### config.mk
export PLATFORM = sky130hd
export DESIGN_NAME = ax25_frame_parser_top
export DESIGN_NICKNAME = d
export VERILOG_FILES = /design/src/rtl/ax25fp_pkg.sv /design/src/rtl/ax25fp_parser.sv /design/src/rtl/ax25_frame_parser_top.sv
export VERILOG_INCLUDE_DIRS = /design/src /design/src/rtl
export SDC_FILE = /design/constraint.sdc
export NUM_CORES = 1
export LEC_CHECK = 0
export ABC_AREA = 1
export BUFFER_PORTS_ARGS = -buffer_cell sky130_fd_sc_hd__buf_2
export CAP_MARGIN = 10
export CORE_MARGIN = 10
export CORE_UTILIZATION = 55
export DETAILED_ROUTE_END_ITERATION = 6
export PLACE_DENSITY = 0.82
export SLEW_MARGIN = 15
export SYNTH_ARGS = -nofsm -noshare
export SYNTH_HDL_FRONTEND = slang
export SYNTH_SLANG_ARGS = --single-unit
### constraint.sdc
create_clock -name clk_i -period 2.5 [get_ports clk_i]
set_input_delay 0.5 -clock clk_i [delete_from_list [all_inputs] [get_ports clk_i]]
set_output_delay 0.5 -clock clk_i [all_outputs]
set_load 0.01 [all_outputs]
### src/rtl/ax25_frame_parser_top_macros.svh
// Assertion macros used by the frame parser top level.
`ifndef AX25_FRAME_PARSER_TOP_MACROS_SVH
`define AX25_FRAME_PARSER_TOP_MACROS_SVH

// Checked property with reset masking, sampled on the block clock.
`define AX25_ASSERT_RST(label, prop, msg) \
  label: assert property (@(posedge clk_i) disable iff (!rst_ni) prop) else $error(msg);

// Checked property that must also hold while reset is applied.
`define AX25_ASSERT_ALWAYS(label, prop, msg) \
  label: assert property (@(posedge clk_i) prop) else $error(msg);

`endif

### src/rtl/ax25fp_pkg.sv
`timescale 1ns / 1ps

package ax25fp_pkg;

  // Default digipeater limit.
  localparam int unsigned MaxDigipeatersDefault = 8;

  // Parser phases.
  typedef enum logic [2:0] {
    PhAddr,
    PhCtrl,
    PhPid,
    PhInfo,
    PhDrop,
    PhSkip
  } phase_e;

  // Record kinds.
  localparam logic [1:0] KindAddress = 2'd0;
  localparam logic [1:0] KindHeader  = 2'd1;
  localparam logic [1:0] KindPayload = 2'd2;
  localparam logic [1:0] KindStatus  = 2'd3;

  // Address roles.
  localparam logic [1:0] RoleDest  = 2'd0;
  localparam logic [1:0] RoleSrc   = 2'd1;
  localparam logic [1:0] RoleDigi  = 2'd2;

  // Frame types.
  localparam logic [3:0] TypeI       = 4'd0;
  localparam logic [3:0] TypeRr      = 4'd1;
  localparam logic [3:0] TypeRnr     = 4'd2;
  localparam logic [3:0] TypeRej     = 4'd3;
  localparam logic [3:0] TypeSabm    = 4'd4;
  localparam logic [3:0] TypeSabme   = 4'd5;
  localparam logic [3:0] TypeDisc    = 4'd6;
  localparam logic [3:0] TypeDm      = 4'd7;
  localparam logic [3:0] TypeUa      = 4'd8;
  localparam logic [3:0] TypeFrmr    = 4'd9;
  localparam logic [3:0] TypeUi      = 4'd10;
  localparam logic [3:0] TypeUnknown = 4'd11;

  // Frame status codes.
  localparam logic [1:0] StatOk        = 2'd0;
  localparam logic [1:0] StatTruncated = 2'd1;
  localparam logic [1:0] StatEmptyCall = 2'd2;
  localparam logic [1:0] StatDestLast  = 2'd3;

  // Control octet patterns, poll/final bit masked out.
  localparam logic [7:0] CtrlPfMask = 8'h10;
  localparam logic [7:0] CtrlUi     = 8'h03;
  localparam logic [7:0] CtrlDm     = 8'h0F;
  localparam logic [7:0] CtrlSabm   = 8'h2F;
  localparam logic [7:0] CtrlSabme  = 8'h6F;
  localparam logic [7:0] CtrlDisc   = 8'h43;
  localparam logic [7:0] CtrlUa     = 8'h63;
  localparam logic [7:0] CtrlFrmr   = 8'h87;

  // Supervisory function codes, bits 3..2 of the control octet.
  localparam logic [1:0] SupRr  = 2'b00;
  localparam logic [1:0] SupRnr = 2'b01;
  localparam logic [1:0] SupRej = 2'b10;

  // Six space characters after the address shift.
  localparam logic [47:0] AllSpaces = 48'h2020_2020_2020;

  // One result record.
  typedef struct packed {
    logic [1:0]  kind;
    logic [1:0]  role;
    logic [47:0] call;
    logic [3:0]  ssid;
    logic        ch;
    logic [3:0]  ftype;
    logic        cmd;
    logic        pf;
    logic [2:0]  ns;
    logic [2:0]  nr;
    logic [7:0]  octet;
    logic [1:0]  status;
  } record_t;

  // Records produced by one accepted octet.
  typedef struct packed {
    logic    rec_valid;
    record_t rec;
    logic    stat_valid;
    record_t stat;
  } parse_out_t;

endpackage

### src/rtl/ax25fp_parser.sv
`timescale 1ns / 1ps

module ax25fp_parser #(
  parameter int unsigned MaxDigipeaters = ax25fp_pkg::MaxDigipeatersDefault
) (
  input  logic                   clk_i,
  input  logic                   rst_ni,
  input  logic                   accept_i,
  input  logic [7:0]             data_byte_i,
  input  logic                   end_of_frame_i,
  output ax25fp_pkg::parse_out_t out_o
);
  import ax25fp_pkg::*;

  // Address index at which the digipeater list is forced to end.
  localparam logic [3:0] LastIdx = 4'(MaxDigipeaters + 1);

  // Decoded control octet.
  typedef struct packed {
    logic [3:0] ftype;
    logic       pf;
    logic [2:0] ns;
    logic [2:0] nr;
    logic       pid;
    logic       info;
  } ctrl_t;

  function automatic ctrl_t decode_ctrl(logic [7:0] b);
    ctrl_t c;
    c       = '0;
    c.pf    = b[4];
    c.ftype = TypeUnknown;
    if (!b[0]) begin
      c.ftype = TypeI;
      c.ns    = b[3:1];
      c.nr    = b[7:5];
      c.pid   = 1'b1;
    end else if (!b[1]) begin
      c.nr = b[7:5];
      case (b[3:2])
        SupRr:   c.ftype = TypeRr;
        SupRnr:  c.ftype = TypeRnr;
        SupRej:  c.ftype = TypeRej;
        default: c.ftype = TypeUnknown;
      endcase
    end else begin
      unique case (b & ~CtrlPfMask)
        CtrlUi: begin
          c.ftype = TypeUi;
          c.pid   = 1'b1;
        end
        CtrlDm:    c.ftype = TypeDm;
        CtrlSabm:  c.ftype = TypeSabm;
        CtrlSabme: c.ftype = TypeSabme;
        CtrlDisc:  c.ftype = TypeDisc;
        CtrlUa:    c.ftype = TypeUa;
        CtrlFrmr: begin
          c.ftype = TypeFrmr;
          c.info  = 1'b1;
        end
        default:   c.ftype = TypeUnknown;
      endcase
    end
    return c;
  endfunction

  phase_e      phase_q, phase_d;
  logic [2:0]  oct_q, oct_d;
  logic [3:0]  cnt_q, cnt_d;
  logic [47:0] shift_q, shift_d;
  logic        dest_c_q, dest_c_d;
  logic        src_c_q, src_c_d;
  logic [10:0] pend_q, pend_d;
  logic [1:0]  err_q, err_d;
  phase_e      phase_mid;
  logic [1:0]  err_mid;
  ctrl_t       ctrl;
  logic        call_empty;
  logic [1:0]  role;

  assign ctrl       = decode_ctrl(data_byte_i);
  assign call_empty = (shift_q == AllSpaces);
  assign role       = (cnt_q == 4'd0) ? RoleDest : ((cnt_q == 4'd1) ? RoleSrc : RoleDigi);

  // Next state of the frame parser.
  always_comb begin
    phase_d   = phase_q;
    oct_d     = oct_q;
    cnt_d     = cnt_q;
    shift_d   = shift_q;
    dest_c_d  = dest_c_q;
    src_c_d   = src_c_q;
    pend_d    = pend_q;
    err_d     = err_q;
    phase_mid = phase_q;
    err_mid   = err_q;
    if (accept_i) begin
      unique case (phase_q)
        PhAddr: begin
          if (oct_q < 3'd6) begin
            shift_d = {shift_q[39:0], 1'b0, data_byte_i[7:1]};
            oct_d   = oct_q + 3'd1;
          end else begin
            shift_d = '0;
            oct_d   = '0;
            if (call_empty) begin
              err_d   = StatEmptyCall;
              phase_d = PhSkip;
            end else begin
              if (cnt_q == 4'd0) begin
                dest_c_d = data_byte_i[7];
              end else if (cnt_q == 4'd1) begin
                src_c_d = data_byte_i[7];
              end
              if (cnt_q == 4'd0 && data_byte_i[0]) begin
                err_d   = StatDestLast;
                phase_d = PhSkip;
              end else if (cnt_q != 4'd0 && (data_byte_i[0] || cnt_q >= LastIdx)) begin
                phase_d = PhCtrl;
              end
              if (cnt_q != 4'hF) begin
                cnt_d = cnt_q + 4'd1;
              end
            end
          end
        end
        PhCtrl: begin
          pend_d = {ctrl.nr, ctrl.ns, ctrl.pf, ctrl.ftype};
          if (ctrl.pid) begin
            phase_d = PhPid;
          end else if (ctrl.info) begin
            phase_d = PhInfo;
          end else begin
            phase_d = PhDrop;
          end
        end
        PhPid:   phase_d = PhInfo;
        default: phase_d = phase_q;
      endcase
      // Phase and status reached by this octet, before the frame-end restart.
      phase_mid = phase_d;
      err_mid   = err_d;
      // Frame end restarts the parser for the next frame.
      if (end_of_frame_i) begin
        phase_d  = PhAddr;
        oct_d    = '0;
        cnt_d    = '0;
        shift_d  = '0;
        dest_c_d = 1'b0;
        src_c_d  = 1'b0;
        pend_d   = '0;
        err_d    = StatOk;
      end
    end
  end

  // Records caused by the current octet.
  always_comb begin
    out_o            = '0;
    out_o.rec.cmd    = dest_c_q | ~src_c_q;
    out_o.stat.kind  = KindStatus;
    out_o.stat_valid = accept_i & end_of_frame_i;
    unique case (phase_q)
      PhAddr: begin
        out_o.rec_valid = accept_i && (oct_q >= 3'd6) && !call_empty;
        out_o.rec.kind  = KindAddress;
        out_o.rec.role  = role;
        out_o.rec.call  = shift_q;
        out_o.rec.ssid  = data_byte_i[4:1];
        out_o.rec.ch    = data_byte_i[7];
        out_o.rec.cmd   = 1'b0;
      end
      PhCtrl: begin
        out_o.rec_valid = accept_i & ~ctrl.pid;
        out_o.rec.kind  = KindHeader;
        out_o.rec.ftype = ctrl.ftype;
        out_o.rec.pf    = ctrl.pf;
        out_o.rec.ns    = ctrl.ns;
        out_o.rec.nr    = ctrl.nr;
      end
      PhPid: begin
        out_o.rec_valid = accept_i;
        out_o.rec.kind  = KindHeader;
        out_o.rec.ftype = pend_q[3:0];
        out_o.rec.pf    = pend_q[4];
        out_o.rec.ns    = pend_q[7:5];
        out_o.rec.nr    = pend_q[10:8];
        out_o.rec.octet = data_byte_i;
      end
      PhInfo: begin
        out_o.rec_valid = accept_i;
        out_o.rec.kind  = KindPayload;
        out_o.rec.octet = data_byte_i;
        out_o.rec.cmd   = 1'b0;
      end
      default: begin
        out_o.rec_valid = 1'b0;
        out_o.rec.cmd   = 1'b0;
      end
    endcase
    if (!out_o.rec_valid) begin
      out_o.rec = '0;
    end
    // Status reflects the phase and error reached after this octet.
    out_o.stat.status = err_mid;
    if (err_mid == StatOk && (phase_mid == PhAddr || phase_mid == PhCtrl ||
                              phase_mid == PhPid)) begin
      out_o.stat.status = StatTruncated;
    end
    if (!out_o.stat_valid) begin
      out_o.stat = '0;
    end
  end

  // Parser state registers.
  always_ff @(posedge clk_i or negedge rst_ni) begin
    if (!rst_ni) begin
      phase_q  <= PhAddr;
      oct_q    <= '0;
      cnt_q    <= '0;
      shift_q  <= '0;
      dest_c_q <= 1'b0;
      src_c_q  <= 1'b0;
      pend_q   <= '0;
      err_q    <= StatOk;
    end else begin
      phase_q  <= phase_d;
      oct_q    <= oct_d;
      cnt_q    <= cnt_d;
      shift_q  <= shift_d;
      dest_c_q <= dest_c_d;
      src_c_q  <= src_c_d;
      pend_q   <= pend_d;
      err_q    <= err_d;
    end
  end

endmodule

### src/rtl/ax25_frame_parser_top.sv
`timescale 1ns / 1ps
// AX.25 frame parser, modulo-8 control field.
// Input stream: one frame octet per transaction in s_axis_tdata, with the frame
// check sequence already stripped; s_axis_tlast marks the final octet.
// Output stream: one record per transaction. m_axis_tuser carries the record
// kind (address, header, payload octet, frame status) and m_axis_tdata the
// record fields. Address records come per seven-octet address field, a header
// record after the control octet (or after the PID for I and UI frames), one
// payload record per information octet, and a status record after the last.
// Each record is registered in the result queue before it is offered.
// Throughput: one octet per cycle while the queue has room. Each octet gives
// at most one record, except the final octet, which can give two; a four-entry
// result queue absorbs the extra record, so the input stalls only when the queue
// holds three or more records. When the receiver stalls, the queue fills and
// s_axis_tready drops; no record is lost. Reset clears the parser to the start
// of a frame and empties the queue.

module ax25_frame_parser_top #(
  parameter int unsigned MaxDigipeaters = ax25fp_pkg::MaxDigipeatersDefault
) (
  input  logic        clk_i,
  input  logic        rst_ni,
  // tdata: data_byte[7:0]
  input  logic [7:0]  s_axis_tdata_i,
  input  logic        s_axis_tlast_i,
  input  logic        s_axis_tvalid_i,
  output logic        s_axis_tready_o,
  // tdata: address_role[1:0], call_sign[49:2], station_ssid[53:50],
  // c_or_h_bit[54], frame_type[58:55], is_command[59], poll_final[60],
  // send_seq[63:61], recv_seq[66:64], octet_value[74:67],
  // frame_status[76:75], zero fill[79:77]
  output logic [79:0] m_axis_tdata_o,
  // tuser: record_kind[1:0]
  output logic [1:0]  m_axis_tuser_o,
  output logic        m_axis_tvalid_o,
  input  logic        m_axis_tready_i
);
  import ax25fp_pkg::*;

  localparam int unsigned Depth = 4;

  parse_out_t  pout;
  logic        accept;
  logic        pop;
  logic [1:0]  push_n;
  logic [1:0]  wr_q, wr_d;
  logic [1:0]  rd_q, rd_d;
  logic [2:0]  cnt_q, cnt_d;
  logic [1:0]  stat_slot;
  record_t     mem_q [Depth];
  record_t     head;

  assign s_axis_tready_o = (cnt_q < 3'(Depth - 1));
  assign accept          = s_axis_tvalid_i & s_axis_tready_o;
  assign pop             = m_axis_tvalid_o & m_axis_tready_i;

  ax25fp_parser #(
    .MaxDigipeaters(MaxDigipeaters)
  ) u_parser (
    .clk_i         (clk_i),
    .rst_ni        (rst_ni),
    .accept_i      (accept),
    .data_byte_i   (s_axis_tdata_i),
    .end_of_frame_i(s_axis_tlast_i),
    .out_o         (pout)
  );

  // Queue bookkeeping.
  assign push_n    = 2'(pout.rec_valid) + 2'(pout.stat_valid);
  assign stat_slot = pout.rec_valid ? (wr_q + 2'd1) : wr_q;

  always_comb begin
    wr_d  = wr_q + push_n;
    rd_d  = pop ? (rd_q + 2'd1) : rd_q;
    cnt_d = cnt_q + 3'(push_n) - 3'(pop);
  end

  always_ff @(posedge clk_i or negedge rst_ni) begin
    if (!rst_ni) begin
      wr_q  <= '0;
      rd_q  <= '0;
      cnt_q <= '0;
    end else begin
      wr_q  <= wr_d;
      rd_q  <= rd_d;
      cnt_q <= cnt_d;
    end
  end

  // Record storage, up to two writes per cycle.
  always_ff @(posedge clk_i) begin
    if (pout.rec_valid) begin
      mem_q[wr_q] <= pout.rec;
    end
    if (pout.stat_valid) begin
      mem_q[stat_slot] <= pout.stat;
    end
  end

  // Output side.
  assign head            = mem_q[rd_q];
  assign m_axis_tvalid_o = (cnt_q != 3'd0);
  assign m_axis_tuser_o  = head.kind;
  assign m_axis_tdata_o  = {3'b000, head.status, head.octet, head.nr, head.ns, head.pf,
                            head.cmd, head.ftype, head.ch, head.ssid, head.call, head.role};

  `include "ax25_frame_parser_top_macros.svh"

  `AX25_ASSERT_RST(a_cnt_bound, cnt_q <= 3'(Depth), "result queue overfilled")
  `AX25_ASSERT_RST(a_ready_room, !s_axis_tready_o |-> cnt_q >= 3'(Depth - 1), "ready dropped with room")
  `AX25_ASSERT_RST(a_pop_only, (pop && push_n == 2'd0) |=> cnt_q == $past(cnt_q) - 3'd1, "queue count slip on pop")

endmodule

======== After elaboration in Yosys (flattened, before gate mapping) ========
Memory sizes are Yosys's and may differ from the RTL's.
Cells that the tools add are included.
storage, ports and cells
  register bits after elaboration ......... 80
  memories ................................ 1
  bits of input ports ..................... 13
  word-level logic and storage cells ...... 146
  memory bits (writable) .................. 316
  output and inout port bits .............. 84
operators by class
  reductions and logical operators ........ 28
  multiplexer cells ....................... 67
  magnitude comparators ................... 4
  eq/ne operators ......................... 20
  $add $sub $neg .......................... 8
  bitwise logic cells ..................... 7
memories
  name   depth  bits a word  rd ports  clocked after memory_dff  wr ports  line                         text
  mem_q  4      79           1         0                         2         ax25_frame_parser_top.sv:50  record_t mem_q [Depth];
operators by type and width
  cell                    number
  $mux W79                2
  $mux W48                3
  $mux W55                1
  $eq A48 B46 Y1 const B  1
  $mux W3                 13
  $mux W4                 8
  $pmux W4 S7             1
  $mux W11                2
  $mux W2                 11
  $eq A7 B6 Y1 const B    3
  $mux W1                 19
  $pmux W7 S2             1
  $pmux W4 S3             1
  $reduce_and A5 Y1       2
  $reduce_bool A2 Y1      5
  $eq A3 B2 Y1 const B    3
  $pmux W3 S3             1
  $mux W8                 1
  $pmux W4 S2             1
  $eq A7 B2 Y1 const B    1
  $eq A7 B4 Y1 const B    1
  $eq A7 B5 Y1 const B    1
  $eq A7 B7 Y1 const B    1
  $eq A3 B1 Y1 const B    2
  other kinds (32)        49

======== Depth between registers and ports, before layout ========
Gate-level depths: netlist (run 1).
  word-level depth ........................ 15
  gate-level depth with buffers ........... 17
  gate-level depth less buffers ........... 15

======== Hierarchy ========
From an unflattened synthesis (run 1), not the netlist that was laid out.
unflattened totals
  cells, all modules ...................... 2534
  area, all modules ....................... 21374.2 um2
by module, submodules not included
  module                 times used  area an instance (um2)  cells an instance  seq. area each (um2)
  ax25_frame_parser_top  1           16664.7                 1884               9664.3
  ax25fp_parser          1           4709.5                  650                1676.6

======== Worst setup path after synthesis (run 1) ========
OpenSTA, ideal clock, no wires.
  path kind ............................... input to register
  start point ............................. in s_axis_tdata_i[7]
  end point ............................... reg cnt_q[2]
  library setup time ...................... 129 ps
  data required time ...................... 2371 ps
  arrival ................................. 2763 ps
  buffers on the path ..................... 3
  path slack .............................. -392 ps
  stages .................................. 17
  path through ............................ buf_4 -> inv_1 -> nand2_1 -> nor2_4 -> nor2_2 -> nand3_2 -> nand2_2 -> inv_2 -> nand2_4 -> buf_6 -> buf_2 -> ha_1 -> inv_1 -> ha_1 -> fa_1 -> xnor2_1 -> xor2_1
on the way
  cells in the longest elaborated chain, start to end .. 10
RTL lines
  element               line                         text
  start, declared       ax25_frame_parser_top.sv:24  input logic [7:0] s_axis_tdata_i,
  $eq A7 B2 Y1          ax25fp_parser.sv:47          unique case (b & ~CtrlPfMask)
  $mux W1               ax25fp_parser.sv:47
  $mux W2               ax25fp_parser.sv:38          end else if (!b[1]) begin
  $mux W4               ax25fp_parser.sv:33          if (!b[0]) begin
  $not A1 Y1            ax25fp_parser.sv:174         out_o.rec_valid = accept_i & ~ctrl.pid;
  $and A1 B1 Y1         ax25fp_parser.sv:174
  $pmux W1 S3           ax25fp_parser.sv:163         unique case (phase_q)
  $add A1 B1 Y2         ax25_frame_parser_top.sv:69  assign push_n = 2'(pout.rec_valid) + 2'(pout.stat_valid);
  $add A3 B2 Y3         ax25_frame_parser_top.sv:75  cnt_d = cnt_q + 3'(push_n) - 3'(pop);
  $sub A3 B1 Y3         ax25_frame_parser_top.sv:75
  net cnt_d[2]          ax25_frame_parser_top.sv:48  logic [2:0] cnt_q, cnt_d;
  end signal, assigned  ax25_frame_parser_top.sv:86  cnt_q <= cnt_d;
  end, declared         ax25_frame_parser_top.sv:48
The timed path passes the listed nets, and every way through them passes these cells.
A chain may end at the register's enable or synchronous reset.

======== Worst setup path after layout (run 1) ========
  start point ............................. reg rd_q[0]
  end point ............................... out m_axis_tdata_o[7]
on the way
  cells in the longest elaborated chain, start to end .. 1
RTL lines
  element                 line                         text
  start, declared         ax25_frame_parser_top.sv:47  logic [1:0] rd_q, rd_d;
  start signal, assigned  ax25_frame_parser_top.sv:85  rd_q <= rd_d;
  $mem_v2 Z4 W79          n/a
  end, declared           ax25_frame_parser_top.sv:32  output logic [79:0] m_axis_tdata_o,
No other way between the ends.

==> summary.txt, run 1 <==
Dpl hpwl = 32220 um
Period utilization = 103.8%
Power Dens Cells = 1084 nW/um2
Initial antenna violation count = 0
Violated checks = negative setup slack
Worst EP arrival = 2.09 ns
Top-count cell post-synth = nor2_1
Worst-Margin Slew = 0.8116 ns
Pre-CTS setup slack = -0.1523 ns
Full die area = 39030 um2
Clk pwr share = 25.3%
Seq pwr share = 31.9%
Synth top area share = 31.86%
Vias in the first global route = 15870
Post-synthesis register bit count = 366
All-Layer GR Usage = 25.45%
Cells on worst reg2reg path = 15
Final worst slack = -0.09458 ns
Largest net degree at the start of global routing = 67
Die height = 197.6 um
Top cells by count, synth = 480 x nor2_1, 357 x nand2_1, 292 x o21ai_0
Kind of critical path = reg -> out
Core area = 30830 um2
DR WL/cell = 18.57 um
Root buffer cell = clkbuf_16
Via Count = 16730
Cell internal pwr = 13.40 mW
GPL Wtd Cong = 0.9620
Via density = 5.806
Sink Count = 366
Final Hold Viols = 0
Fraction of layout cells with a size suffix above 1 = 15.77%
Number of cell rows = 64
I/O Pins = 97
Filler instances = 2347
Yosys warns = 0
Req. time, crit path = 2.00 ns
Min Clock Period, post-route = 2.595 ns
CTS Buffer Depth = 3
Cell taking the most area after synthesis = dfxtp_1
DR DRC count = 0
Slew Limit Fails = 0
Synthesis-to-layout area growth = 18.77%
Crit path max fanout = 66
Pre-Repair DR Iteration Count = 6
Hold Slack = 0.04912 ns
Slew Limit Headroom = 45.89%
Clk_skew = 0.01430 ns
Antenna diode count = 0
Net Switching = 8.915 mW
Fin nets = 2482
TritonCTS clock tree = built
Reg clk slew, reported paths = 0.06 ns
Mapped Cells = 2355
CP startpoint kind = flip-flop
Mapped Avg Cell Area = 7.363 um2
Hold-fix buffers, CTS = 0
Die width = 197.6 um
ANT nets after route = 0
Worst-Skew Late Latency = 0.53 ns
Status = finished, violations left
Initial Util = 56.25%
Grt ovf = 0
Total Routed Length = 53510 um
Number of port buffers = 87
Seq/Total Area, Yosys = 45.31%
First-pass GRT wire length = 81480 um
H-tree Lvls = 2
Setup crit end kind = primary output
Switching share of power = 39.95%
1st-iter DRT viols = 1892
FFs w/ async S/R, synth = 20.22%
RSZ-0062 raised after global routing = true
Mapped Area = 17340 um2
Post-synthesis cell type count = 41
Max-cap violations = 0
Combinational power share = 42.8%
Hold Crit Class = in -> async
Cts bufs inserted = 40
Primary FF master, synth = dfxtp_1
Setup-failing EPs final = 6
Fmax = 385.4 MHz
Static Leakage = 8.323 nW
Number of synthesized flops with an enable pin = 16
Peak VDD IR = 0.6735 mV
Synth top area cells = dfxtp_1 32%, dfrtp_1 11%, nor2_1 10%, o21ai_0 8.4%, nand2_1 7.7%
-- layout by cell type (no fill, tap or decap), drive strengths merged, types with 9 or more instances in the layout --
cell / n
a21oi: 79
buf: 206
clkbuf: 74
clkinv: 10
conb: 9
dfrtp: 74
dfxtp: 276
edfxtp: 16
ha: 14
inv: 226
nand2: 366
nand3: 60
nor2: 534
nor3: 14
o21a: 90
o21ai: 292
o22ai: 121
-- critical path, stage by stage (launching register included) --
cell and delay [ns]:
dfrtp_4 0.52, inv_6 0.10, buf_16 0.24, o21ai_0 0.15, o22ai_1 0.27, buf_2 0.20
-- cell type report --
class	count	area, um2	share of cell area, %
clock inverter	8	51.30	0.2491
tap	396	495.5	2.406
multi-input combinational	1602	8011	38.90
sequential	366	7863	38.18
clock buffer	65	1206	5.857
inverter	228	895.9	4.350
timing repair buffer	216	2072	10.06
-- kinds of logic after synthesis --
group	Yosys count	synth area share (%)
simple gates	981	24.00
flops	366	45.31
fa+ha+maj	15	1.126
buf+inv	395	9.849
compound gates	589	19.29
xor+xnor	8	0.4040
other cells	1	0.02163
-- per-stage QoR --
step	utilization, %	area, um2	power (mW)	instances	setup TNS [ns]
2_1_floorplan	-	17460	12.15	2363	-0.1023
3_3_place_gp	60.67	18710	15.43	2782	0
3_5_place_dp	60.67	18710	15.65	2782	-7.110
4_1_cts	65.50	20190	21.80	2864	-0.01318
5_1_grt	66.80	20590	23.33	2881	-4.339
6_report	66.80	20590	22.32	2881	-0.2189
-- worst paths after layout --
kind / start / end / slack, ns
max: rd_q[0] / m_axis_tdata_o[7] / -0.09
min: rst_ni / cnt_q[2] / 0.05
max reg2reg: u_parser.shift_q[22] / cnt_q[2] / 0.01
min reg2reg: mem_q[1][38] / mem_q[1][38] / 0.50
max in group asynchronous: rst_ni / u_parser.shift_q[19] / 1.77
min in group clk_i: s_axis_tdata_i[3] / u_parser.shift_q[2] / 0.31
-- layer usage --
metal / part of all wire [%] / track usage (%)
met5: 0 / 0
met3: 10 / 3.356
met1: 38 / 31.48
met2: 47 / 44.15
met4: 4.1 / 9.880
-- power by group through the flow --
stage | combinational, mW | clock, mW | sequential [mW]
after floorplan | 5.12 | 0 | 7.03
final | 9.55 | 5.66 | 7.11
after global routing | 10.2 | 5.95 | 7.17
after CTS | 9.03 | 5.70 | 7.08
after global placement | 8.24 | 0 | 7.19
after detailed placement | 8.42 | 0 | 7.23
-- sequential cells by signal (all words and copies together) (netlist names) --
signal / count
u_parser.dest_c_q: 1
u_parser.oct_q: 3
rd_q: 2
u_parser.pend_q: 11
u_parser.src_c_q: 1
u_parser.phase_q: 3
cnt_q: 3
u_parser.shift_q: 42
wr_q: 2
u_parser.err_q: 2
mem_q: 292
u_parser.cnt_q: 4
-- what timing repair did --
item,CTS,global route
endpoints found under the setup margin,60,328
pin swaps,3,11
gates cloned,3,11
buffers inserted,7,6
resized for setup,22,42
Note: power is estimated with default switching activity, not from simulation.
==> inputs of run 2 (changes only) <==
--- a/config.mk
+++ b/config.mk
@@ -10,9 +10,9 @@
 export BUFFER_PORTS_ARGS = -buffer_cell sky130_fd_sc_hd__buf_2
 export CAP_MARGIN = 10
 export CORE_MARGIN = 10
-export CORE_UTILIZATION = 55
+export CORE_UTILIZATION = 50
 export DETAILED_ROUTE_END_ITERATION = 6
-export PLACE_DENSITY = 0.82
+export PLACE_DENSITY = 0.76
 export SLEW_MARGIN = 15
 export SYNTH_ARGS = -nofsm -noshare
 export SYNTH_HDL_FRONTEND = slang
==> run 2 against run 1 <==
  * The flow now finishes without violations
  * Worst hold slack better by 0.29 ns
  * Sequential power is 1% lower
  * Critical path depth is 8 higher
==> summary.txt, run 2 (synthesized netlist as in run 1, its figures left out) <==
RSZ-0062 raised after global routing = true
ANT nets after route = 0
Die height = 206.2 um
CP delay by family, top = adder cells
Full die area = 42530 um2
Met1 Use GR = 30.35%
Worst EP arrival = 2.90 ns
Kind of critical path = reg -> reg
Net Switching = 9.370 mW
Biggest registers after layout = mem_q: 292 flops, u_parser.shift_q: 42 flops, u_parser.pend_q: 11 flops
Final TNS setup = 0 ns
R2R Setup Slk = 0.0004 ns
DR WL/cell = 18.40 um
All-Layer GR Usage = 24.10%
Hold endpoint = u_parser.shift_q[2]
Initial antenna violation count = 0
Fmax = 400.1 MHz
Pwr Total = 23.38 mW
Pre-Repair DR Iteration Count = 6
Largest register FFs = 292
Clk pwr share = 24.9%
Cts bufs inserted = 39
1st-iter DRT viols = 1771
Peak VDD IR = 0.8111 mV
Grt met2 use = 41.06%
Number of port buffers = 87
Root buffer cell = clkbuf_16
Fin util = 61.29%
Seq pwr share = 30.1%
Met3 Track Usage GR = 4.075%
Reg clk slew, reported paths = 0.06 ns
H-tree Lvls = 2
Period utilization = 99.98%
Bufs and invs on worst path = 2
CP Depth = 13
Worst-Margin Slew = 0.5554 ns
Number of cell rows = 68
Via density = 5.630
Antenna diode count = 0
Dpl cell area = 19020 um2
Fin nets = 2517
Final Cell Area = 21070 um2
Final Hold Viols = 0
Slew Limit Fails = 0
Slowest CP cell = dfrtp_1
Slew Limit Headroom = 62.97%
Clk_skew = 0.02566 ns
Min Clock Period, post-route = 2.500 ns
Via Count = 16750
CTS Buffer Depth = 3
Setup-failing EPs final = 0
Most frequent cells in the layout = 475 x nor2_1, 352 x nand2_1, 276 x dfxtp_1
Worst-Skew Late Latency = 0.54 ns
Largest net degree at the start of global routing = 72
First-pass GRT wire length = 83030 um
Cell internal pwr = 14.01 mW
Crit-path most repeated cell = nand2_4
Total Routed Length = 54750 um
Initial Util = 50.45%
Dpl hpwl = 32890 um
CP startpoint kind = flip-flop
Hold path startpoint = s_axis_tdata_i[3]
Status = completed
Crit path max fanout = 2
Synthesis-to-layout area growth = 21.50%
Hold Crit Class = in -> reg
Static Leakage = 8.571 nW
Setup crit end kind = flip-flop
Switching share of power = 40.09%
CP cell instances = nor2_1 -> nand3_1 -> nor3_1 -> buf_4 -> nand2_4 -> nand2_4 -> nand2_4 -> ha_4 -> inv_4 -> ha_4 -> fa_2 -> xnor2_2 -> xor2_1
Cells on worst reg2reg path = 13
Sink Count = 366
Grt ovf = 0
Commonest non-fill, non-tap cell in the layout = nor2_1
Final worst slack = 0.0003877 ns
Vias in the first global route = 15940
Req. time, crit path = 2.90 ns
Combinational power share = 45.0%
Top reg by flops = mem_q
GPL Wtd Cong = 0.9152
Core area = 34370 um2
I/O Pins = 97
Filler instances = 2939
Busiest grt layer = met2
Crit Reg-Reg Endpoint = cnt_q[2]
Reg-to-Reg Start = u_parser.shift_q[42]
Worst Hold Depth = 3
TritonCTS clock tree = built
Die width = 206.2 um
Largest stage delay, worst path = 0.41 ns
Fraction of layout cells with a size suffix above 1 = 17.50%
Power Dens Cells = 1110 nW/um2
Max-cap violations = 0
DR DRC count = 0
Pre-CTS setup slack = -0.07960 ns
-- run 2: final cells by class --
type                            instances  area (um2)  area share [%]
Clock buffer                           57        1176           5.583
Inverter                              228       888.4           4.217
Tap cell                              455       569.3           2.702
Clock inverter                         15       117.6          0.5583
Multi-Input combinational cell       1602        8049           38.21
Timing Repair Buffer                  249        2376           11.28
Sequential cell                       366        7863           37.32
Timing Repair inverter                  3       28.78          0.1366
-- run 2: power groups by stage --
stage	clock [mW]	sequential [mW]	combinational (mW)
2_1_floorplan	0	7.03	5.12
3_3_place_gp	0	7.10	8.64
3_5_place_dp	0	7.12	8.77
4_1_cts	5.85	7.04	9.19
5_1_grt	6.11	7.10	11.3
6_report	5.82	7.03	10.5
-- run 2: how the worst max path moves through the flow --
stage | startpoint | end
after global routing | u_parser.shift_q[29] | cnt_q[2]
after CTS | rd_q[0] | m_axis_tdata_o[50]
after floorplan | s_axis_tdata_i[3] | cnt_q[2]
after detailed placement | s_axis_tdata_i[1] | mem_q[1][24]
after global placement | s_axis_tdata_i[1] | mem_q[0][18]
final | u_parser.shift_q[42] | cnt_q[2]
-- run 2: what timing repair did --
item,in CTS,in global routing
gates resized for setup,16,63
cloned,3,13
buffers inserted,2,12
hold endpoints to repair,38,0
hold buffers,1,0
endpoints found under the setup margin,48,341
pin swaps,0,22
-- run 2: worst min-delay path, stage by stage --
cell and delay, ns:
buf_2 0.13, inv_4 0.09, o22ai_1 0.09
-- run 2: metrics by stage --
stage / std cells / hold WS (ns)
global placement: 2872 / 0.4627
CTS: 2950 / 0.3094
global route: 2975 / 0.3207
floorplan: 2363 / 0.2044
detailed placement: 2872 / 0.4738
finish: 2975 / 0.3410
-- run 2: metal layers --
metal / routed length, um / vias up
met4: 1557 / 0
met1: 21530 / 7866
met3: 5386 / 119
met5: 0 / -
li1: - / 7864
met2: 26280 / 900
